==> src/design/pdfls_pkg.sv <==
// ---------------------------------------------------------------------------
// pdfls_pkg
// Types and constants shared by the PDF literal string decoder.
// ---------------------------------------------------------------------------
package pdfls_pkg;

    localparam int DEFAULT_MAX_NEST_DEPTH = 255;
    localparam int OCTAL_DIGITS           = 3;
    localparam int RESULT_FIFO_DEPTH      = 4;

    // Byte codes
    localparam logic [7:0] CH_BS     = 8'h08;
    localparam logic [7:0] CH_TAB    = 8'h09;
    localparam logic [7:0] CH_LF     = 8'h0A;
    localparam logic [7:0] CH_FF     = 8'h0C;
    localparam logic [7:0] CH_CR     = 8'h0D;
    localparam logic [7:0] CH_LPAREN = 8'h28;
    localparam logic [7:0] CH_RPAREN = 8'h29;
    localparam logic [7:0] CH_DIG0   = 8'h30;
    localparam logic [7:0] CH_DIG7   = 8'h37;
    localparam logic [7:0] CH_BSLASH = 8'h5C;
    localparam logic [7:0] CH_LC_B   = 8'h62;
    localparam logic [7:0] CH_LC_F   = 8'h66;
    localparam logic [7:0] CH_LC_N   = 8'h6E;
    localparam logic [7:0] CH_LC_R   = 8'h72;
    localparam logic [7:0] CH_LC_T   = 8'h74;

    typedef enum logic [1:0] {
        ST_DATA   = 2'd0,
        ST_CLOSED = 2'd1,
        ST_UNTERM = 2'd2,
        ST_DEEP   = 2'd3
    } t_status;

    typedef struct packed {
        logic [7:0] data;
        t_status    status;
        logic       last;
    } t_result;

    // Results made by one request: count is 0..2, r0 goes out first.
    typedef struct packed {
        logic [1:0] count;
        t_result    r0;
        t_result    r1;
    } t_push;

endpackage

==> src/design/pdfls_decode.sv <==
// ---------------------------------------------------------------------------
// pdfls_decode
// Escape/octal/nesting state machine; makes up to two results per request.
// ---------------------------------------------------------------------------
module pdfls_decode #(
    parameter int MAX_NEST_DEPTH = pdfls_pkg::DEFAULT_MAX_NEST_DEPTH
) (
    input  logic              i_clk,
    input  logic              i_rst_n,
    input  logic              i_advance,
    input  logic [7:0]        i_byte,
    input  logic              i_eoi,
    output pdfls_pkg::t_push  o_push
);
    import pdfls_pkg::*;

    localparam int              DepthW   = $clog2(MAX_NEST_DEPTH + 1);
    localparam logic [DepthW-1:0] MaxDepth = DepthW'(MAX_NEST_DEPTH);
    localparam logic [1:0]      LastDigit = 2'(OCTAL_DIGITS - 1);

    typedef enum logic [1:0] {
        MODE_NORMAL = 2'd0,
        MODE_ESCAPE = 2'd1,
        MODE_OCTAL  = 2'd2
    } t_mode;

    t_mode             r_mode,    n_mode;
    logic [DepthW-1:0] r_depth,   n_depth;
    logic [7:0]        r_accum,   n_accum;
    logic [1:0]        r_digits,  n_digits;
    logic              r_drop_lf, n_drop_lf;

    function automatic t_result mk_data(input logic [7:0] d);
        t_result res;
        res.data   = d;
        res.status = ST_DATA;
        res.last   = 1'b0;
        return res;
    endfunction

    function automatic t_result mk_end(input t_status s);
        t_result res;
        res.data   = 8'h00;
        res.status = s;
        res.last   = 1'b1;
        return res;
    endfunction

    always_comb begin
        logic       run_nb;
        logic       pre_v;
        t_result    pre;
        logic       main_v;
        t_result    main;
        logic [7:0] oct_next;

        n_mode    = r_mode;
        n_depth   = r_depth;
        n_accum   = r_accum;
        n_digits  = r_digits;
        n_drop_lf = r_drop_lf;
        run_nb    = 1'b0;
        pre_v     = 1'b0;
        pre       = '0;
        main_v    = 1'b0;
        main      = '0;
        oct_next  = {r_accum[4:0], i_byte[2:0]};

        if (i_eoi) begin
            // flush a pending octal byte, then report unterminated
            pre_v     = (r_mode == MODE_OCTAL);
            pre       = mk_data(r_accum);
            main_v    = 1'b1;
            main      = mk_end(ST_UNTERM);
            n_mode    = MODE_NORMAL;
            n_depth   = '0;
            n_accum   = '0;
            n_digits  = '0;
            n_drop_lf = 1'b0;
        end else begin
            case (r_mode)
                MODE_ESCAPE: begin
                    n_mode = MODE_NORMAL;
                    case (i_byte)
                        CH_LC_N: begin main_v = 1'b1; main = mk_data(CH_LF);  end
                        CH_LC_R: begin main_v = 1'b1; main = mk_data(CH_CR);  end
                        CH_LC_T: begin main_v = 1'b1; main = mk_data(CH_TAB); end
                        CH_LC_B: begin main_v = 1'b1; main = mk_data(CH_BS);  end
                        CH_LC_F: begin main_v = 1'b1; main = mk_data(CH_FF);  end
                        CH_CR:   n_drop_lf = 1'b1;   // line continuation
                        CH_LF:   ;                    // line continuation
                        default: begin
                            if (i_byte inside {[CH_DIG0:CH_DIG7]}) begin
                                n_mode   = MODE_OCTAL;
                                n_accum  = {5'd0, i_byte[2:0]};
                                n_digits = 2'd1;
                            end else begin
                                // paren, backslash and unknown escapes pass the byte
                                main_v = 1'b1;
                                main   = mk_data(i_byte);
                            end
                        end
                    endcase
                end
                MODE_OCTAL: begin
                    if (i_byte inside {[CH_DIG0:CH_DIG7]}) begin
                        if (r_digits == LastDigit) begin
                            main_v   = 1'b1;
                            main     = mk_data(oct_next);
                            n_mode   = MODE_NORMAL;
                            n_accum  = '0;
                            n_digits = '0;
                        end else begin
                            n_accum  = oct_next;
                            n_digits = r_digits + 2'd1;
                        end
                    end else begin
                        // cut short: flush, then treat the byte as text
                        pre_v    = 1'b1;
                        pre      = mk_data(r_accum);
                        n_mode   = MODE_NORMAL;
                        n_accum  = '0;
                        n_digits = '0;
                        run_nb   = 1'b1;
                    end
                end
                default: run_nb = 1'b1;
            endcase
        end

        if (run_nb) begin
            n_drop_lf = 1'b0;
            if (!(r_drop_lf && i_byte == CH_LF)) begin
                case (i_byte)
                    CH_LPAREN: begin
                        if (r_depth >= MaxDepth) begin
                            main_v   = 1'b1;
                            main     = mk_end(ST_DEEP);
                            n_mode   = MODE_NORMAL;
                            n_depth  = '0;
                            n_accum  = '0;
                            n_digits = '0;
                        end else begin
                            n_depth = r_depth + DepthW'(1);
                            main_v  = 1'b1;
                            main    = mk_data(i_byte);
                        end
                    end
                    CH_RPAREN: begin
                        if (r_depth == '0) begin
                            main_v   = 1'b1;
                            main     = mk_end(ST_CLOSED);
                            n_mode   = MODE_NORMAL;
                            n_depth  = '0;
                            n_accum  = '0;
                            n_digits = '0;
                        end else begin
                            n_depth = r_depth - DepthW'(1);
                            main_v  = 1'b1;
                            main    = mk_data(i_byte);
                        end
                    end
                    CH_BSLASH: n_mode = MODE_ESCAPE;
                    CH_CR: begin
                        n_drop_lf = 1'b1;
                        main_v    = 1'b1;
                        main      = mk_data(CH_LF);
                    end
                    default: begin
                        main_v = 1'b1;
                        main   = mk_data(i_byte);
                    end
                endcase
            end
        end

        if (pre_v) begin
            o_push.r0    = pre;
            o_push.r1    = main;
            o_push.count = main_v ? 2'd2 : 2'd1;
        end else begin
            o_push.r0    = main;
            o_push.r1    = '0;
            o_push.count = {1'b0, main_v};
        end
        if (!i_advance) begin
            o_push.count = 2'd0;
        end
    end

    always_ff @(posedge i_clk) begin
        if (!i_rst_n) begin
            r_mode    <= MODE_NORMAL;
            r_depth   <= '0;
            r_accum   <= '0;
            r_digits  <= '0;
            r_drop_lf <= 1'b0;
        end else if (i_advance) begin
            r_mode    <= n_mode;
            r_depth   <= n_depth;
            r_accum   <= n_accum;
            r_digits  <= n_digits;
            r_drop_lf <= n_drop_lf;
        end
    end

endmodule

==> src/design/pdfls_result_fifo.sv <==
// ---------------------------------------------------------------------------
// pdfls_result_fifo
// Small result queue: takes up to two results a cycle, gives out one.
// ---------------------------------------------------------------------------
module pdfls_result_fifo (
    input  logic                i_clk,
    input  logic                i_rst_n,
    input  pdfls_pkg::t_push    i_push,
    input  logic                i_pop,
    output logic                o_room,
    output logic                o_valid,
    output pdfls_pkg::t_result  o_head
);
    import pdfls_pkg::*;

    localparam int PtrW = $clog2(RESULT_FIFO_DEPTH);
    localparam int CntW = $clog2(RESULT_FIFO_DEPTH + 1);

    t_result         r_mem [RESULT_FIFO_DEPTH];
    logic [PtrW-1:0] r_wr, r_rd;
    logic [CntW-1:0] r_count, n_count;

    // room for a full two-result request
    assign o_room  = (r_count <= CntW'(RESULT_FIFO_DEPTH - 2)) ||
                     ((r_count == CntW'(RESULT_FIFO_DEPTH - 1)) && i_pop);
    assign o_valid = (r_count != '0);
    assign o_head  = r_mem[r_rd];
    assign n_count = r_count + CntW'(i_push.count) - CntW'(i_pop);

    always_ff @(posedge i_clk) begin
        if (!i_rst_n) begin
            r_wr    <= '0;
            r_rd    <= '0;
            r_count <= '0;
        end else begin
            r_wr    <= r_wr + PtrW'(i_push.count);
            r_rd    <= r_rd + PtrW'(i_pop);
            r_count <= n_count;
        end
    end

    always_ff @(posedge i_clk) begin
        if (i_push.count != 2'd0) begin
            r_mem[r_wr] <= i_push.r0;
        end
        if (i_push.count == 2'd2) begin
            r_mem[r_wr + PtrW'(1)] <= i_push.r1;
        end
    end

endmodule

==> src/design/pdf_literal_string_decoder_core.sv <==
// An accepted byte is held in the input register, decoded, and its results
// go to the result queue that drives m_axis. Throughput: one byte per cycle
// while the queue has room; the m_axis side takes one result per cycle, and a
// cut-short octal escape gives two. Backslash or continuation bytes give none.
// Reset (i_rst_n low, synchronous) clears decode state and empties the queue.
// ---------------------------------------------------------------------------
// pdf_literal_string_decoder_core
// Decodes a PDF literal string body into bytes plus an end status.
// ---------------------------------------------------------------------------
module pdf_literal_string_decoder_core #(
    parameter int MAX_NEST_DEPTH = pdfls_pkg::DEFAULT_MAX_NEST_DEPTH
) (
    input  logic       i_clk,
    input  logic       i_rst_n,
    input  logic       s_axis_tvalid,
    output logic       s_axis_tready,
    input  logic [7:0] s_axis_tdata,   // [7:0] in_byte
    input  logic [0:0] s_axis_tuser,   // [0] end_of_input
    output logic       m_axis_tvalid,
    input  logic       m_axis_tready,
    output logic [7:0] m_axis_tdata,   // [7:0] out_byte
    output logic [1:0] m_axis_tuser,   // [1:0] status
    output logic       m_axis_tlast    // last result of a string
);
    import pdfls_pkg::*;

    // Input register: one request waits here until the queue has room for
    // two results, so it never has to split its output.
    logic       r_in_valid;
    logic [7:0] r_in_byte;
    logic       r_in_eoi;

    logic    w_room;
    logic    w_advance;
    logic    w_pop;
    t_push   w_push;
    t_result w_head;

    assign w_advance     = r_in_valid && w_room;
    assign s_axis_tready = !r_in_valid || w_advance;
    assign w_pop         = m_axis_tvalid && m_axis_tready;

    always_ff @(posedge i_clk) begin
        if (!i_rst_n) begin
            r_in_valid <= 1'b0;
        end else if (s_axis_tready) begin
            r_in_valid <= s_axis_tvalid;
        end
    end

    always_ff @(posedge i_clk) begin
        if (s_axis_tvalid && s_axis_tready) begin
            r_in_byte <= s_axis_tdata;
            r_in_eoi  <= s_axis_tuser[0];
        end
    end

    // Decode state machine: all per-byte work is one combinational pass.
    pdfls_decode #(
        .MAX_NEST_DEPTH (MAX_NEST_DEPTH)
    ) u_decode (
        .i_clk     (i_clk),
        .i_rst_n   (i_rst_n),
        .i_advance (w_advance),
        .i_byte    (r_in_byte),
        .i_eoi     (r_in_eoi),
        .o_push    (w_push)
    );

    // Result queue doubles as the output register toward m_axis.
    pdfls_result_fifo u_fifo (
        .i_clk   (i_clk),
        .i_rst_n (i_rst_n),
        .i_push  (w_push),
        .i_pop   (w_pop),
        .o_room  (w_room),
        .o_valid (m_axis_tvalid),
        .o_head  (w_head)
    );

    assign m_axis_tdata = w_head.data;
    assign m_axis_tuser = w_head.status;
    assign m_axis_tlast = w_head.last;

endmodule

==> config.mk <==
export PLATFORM = sky130hd
export DESIGN_NAME = pdf_literal_string_decoder_core
export DESIGN_NICKNAME = d
export VERILOG_FILES = /design/src/design/pdfls_pkg.sv /design/src/design/pdfls_decode.sv /design/src/design/pdfls_result_fifo.sv /design/src/design/pdf_literal_string_decoder_core.sv
export SDC_FILE = /design/constraint.sdc
export NUM_CORES = 1
export LEC_CHECK = 0
export BUFFER_PORTS_ARGS = -buffer_cell sky130_fd_sc_hd__buf_2
export CORE_MARGIN = 1.5
export CORE_UTILIZATION = 45
export DETAILED_ROUTE_END_ITERATION = 10
export PLACE_DENSITY_LB_ADDON = 0.08
export RECOVER_POWER = 50
export SKIP_LAST_GASP = 1
export SLEW_MARGIN = 5
export SYNTH_ARGS = -nofsm -noshare
export SYNTH_HDL_FRONTEND = slang
export SYNTH_HIERARCHICAL = 1
export SYNTH_SLANG_ARGS = --single-unit
==> constraint.sdc <==
create_clock -name i_clk -period 4.2 [get_ports i_clk]
set_input_delay 0.84 -clock i_clk [delete_from_list [all_inputs] [get_ports i_clk]]
set_output_delay 0.84 -clock i_clk [all_outputs]
set_load 0.01 [all_outputs]
==> results.py <==
metrics = {
    "cts": {
        "cts_made_buffers": 9,
        "cts_resized": 0,
        "htreeDepth": 3,
        "root_buffer": "clkbuf_16",
        "insertion_delay_ns": 0.34,
        "hold_buffers": 0,
        "clkTransAtPathRegs_ns": 0.06,
        "clock-sinks": 82,
        "post-cts-setup-buffers": 0,
        "clockBufferDepth": 2,
        "cts_tree": "yes",
    },
    "synthesis": {
        "synth_ff_type": "edfxtp_1",
        "synth_edf_count": 53,
        "syn_avg_cell_area_um2": 11.8,
        "synth-seq-area-share_pct": 42.0,
        "yosysWarnings": 6,
        "yosys.cell_types.count": 87,
        "syn-num-nets": 465,
        "synth-async-reset-ratio_pct": 0,
        "ys_ff_latch": 82,
        "netlist_area_um2": 5170,
        "netlist_instances": 439,
    },
    "cells_and_area": {
        "drive_above_1_share_pct": 27.6,
        "syn_to_final_growth_pct": 11.2,
        "diodes": 0,
        "final_area_um2": 5740,
        "final_nets": 492,
    },
    "floorplanning": {
        "rows": 38,
        "dieArea_um2": 12100,
        "die_w_um": 110,
        "io_pins": 26,
        "design.core.area_um2": 11000,
        "initial_core_util_pct": 46.8,
        "die_height_um": 110,
    },
    "status": {
        "status": "finished clean",
    },
    "sta": {
        "fmax_mhz": 259,
        "clock_skew_ns": 0.0127,
        "hold_violations": 0,
        "rsz0062_at_grt": "false",
        "finalCritPeriodShare_pct": 91.9,
        "final_max_slew_viol_count": 0,
        "min_period_ns": 3.86,
        "setup_viol": 0,
        "final.setup.tns_ns": 0,
        "tightest_slew_ns": 1.07,
        "relSlewSlack_pct": 27.8,
    },
    "power_and_ir_drop": {
        "power_leakage_nw": 2.07,
        "vdd.ir_drop.worst_mv": 0.185,
        "p_per_area_nw_per_um2": 399,
    },
    "global_route": {
        "grtUsageTotal_pct": 21.2,
        "grt_overflow": 0,
        "grt_first_pass_wirelength_mm": 19.2,
        "grt_max_degree": 22,
        "antenna_found_initial": 0,
        "grt_pass1_vias": 3605,
    },
    "placed_design": {
        "io_buffers": 25,
        "gp_congestion": 0.895,
        "dpl.hpwl_mm": 8.37,
        "postPlaceCellArea_um2": 5450,
    },
    "detailed_routing": {
        "antenna_left": 0,
        "firstDrtPassIters": 5,
        "drt-initial-drc-count": 259,
        "drc": 0,
        "wl_mm": 11.9,
        "via_count": 3648,
        "vias_per_cell": 5.97,
        "wl_per_cell_um": 19.5,
    },
    "worst_setup_path": {
        "start_kind": "flop",
        "cp_max_fo": 12,
        "worstSetupPathType": "reg2reg",
        "critPathCaptureType": "flop",
        "cp.arrival_ns": 3.94,
        "critPathRequiredTime_ns": 4.28,
    },
    "min_path": {
        "hold_class": "reg2reg",
    },
    "job": {
        "cap_violations": 0,
    },
}
==> layer usage <==
layer,GRT usage [%],share of wire [%],up-vias
li1,-,-,1763
met1,28.9,48,1784
met2,33.4,46,91
met3,4.17,4.9,10
met4,7.97,1.4,0
met5,0,0,-
==> synthesized netlist by cell type (all sizes together) (8+ instances only) <==
cell type   n  area (µm²)
dfxtp      29         581
nor3       11        70.1
a22o       11        96.3
and2       16         105
buf        13        93.8
a21oi      11        55.1
clkbuf     12        45.0
edfxtp     53        1590
nor2b      10        62.6
inv        18        67.6
mux2       46         589
nor2       26        97.6
o21ai      15        78.8
mux4       11         248
nand2      14        52.6
ha         12         150
and3        8        56.3
==> power by group <==
group | total [mW] | internal, mW | switching (mW)
sequential | 0.993 | 0.917 | 0.0764
clock | 0.895 | 0.582 | 0.314
combinational | 0.402 | 0.217 | 0.185
==> final timing paths <==
kind	depth (start not counted)	from	end	slack (ns)
min reg2reg	1	u_decode/r_accum[6]	u_decode/r_accum[6]	0.49
min	1	u_decode/r_accum[6]	u_decode/r_accum[6]	0.49
max	10	r_in_byte[7]	u_fifo/r_mem[0][0]	0.34
max reg2reg	10	r_in_byte[7]	u_fifo/r_mem[0][0]	0.34
==> cell usage in the layout (no fill, tap or decap), types with 4 or more instances in the layout <==
cell,instances
inv_1,18
ha_1,12
mux2_2,27
nand2b_1,5
mux4_2,11
nor3_1,8
a21oi_1,11
a32oi_1,5
mux2_4,19
buf_4,14
and3_2,5
a22o_1,11
edfxtp_1,53
nor2_1,26
o21a_1,5
o21ai_0,13
buf_2,12
nor4b_1,4
and2_1,10
nand2_1,14
nor2b_1,10
clkbuf_16,9
a221o_2,4
nand3_1,5
a32o_1,4
a31oi_1,4
nor4_1,6
and2_0,5
or3_1,4
dfxtp_1,29
clkbuf_1,17
o31ai_1,5
nand3b_1,4
==> worst max-delay path, stage by stage, from the launching register on <==
cell	delay [ns]
edfxtp_1	0.51
or2_2	0.39
o31ai_2	0.57
nor3_1	0.18
nor2_1	0.13
o21ai_0	0.11
ha_1	0.28
and2_0	0.30
nand4b_1	0.16
clkbuf_1	0.57
mux2_2	0.41
==> final cells by class <==
type | instances | area, µm²
fill | 1005 | 5290
inverter | 18 | 67.6
multi-input combinational | 314 | 2770
tap | 140 | 175
clock buffer | 11 | 233
timing repair buffer | 41 | 221
clock inverter | 5 | 104
sequential | 82 | 2170
==> cells by family after synthesis <==
kind of cell	after synthesis	share of synthesized area (%)
XOR/XNOR	4	1.21
AND/OR/NAND/NOR	140	18.2
flip-flops	82	42.0
adder cells (fa/ha/maj)	13	3.29
AO/OA/AOI/OAI	99	14.9
multiplexers	58	16.4
buffers and inverters	43	4.00
==> per-stage QoR <==
step	setup WS, ns	power [mW]	std cells	utilization, %	hold WS [ns]
after floorplan	0.428	1.30	439	-	0.450
final	0.338	2.29	611	52.1	0.489
after CTS	0.465	2.34	611	52.5	0.486
after detailed placement	0.497	1.43	595	49.4	0.469
after global routing	0.0796	2.41	611	52.1	0.510
after global placement	0.557	1.43	595	49.4	0.462
==> sequential cells by signal, summed over array words and instances (netlist names), 3 cells and up <==
register,flops
u_fifo/r_count,3
u_decode/r_accum,8
u_fifo/r_mem,44
u_decode/r_depth,8
r_in_byte,8
Note: power is estimated with default switching activity, not from simulation.
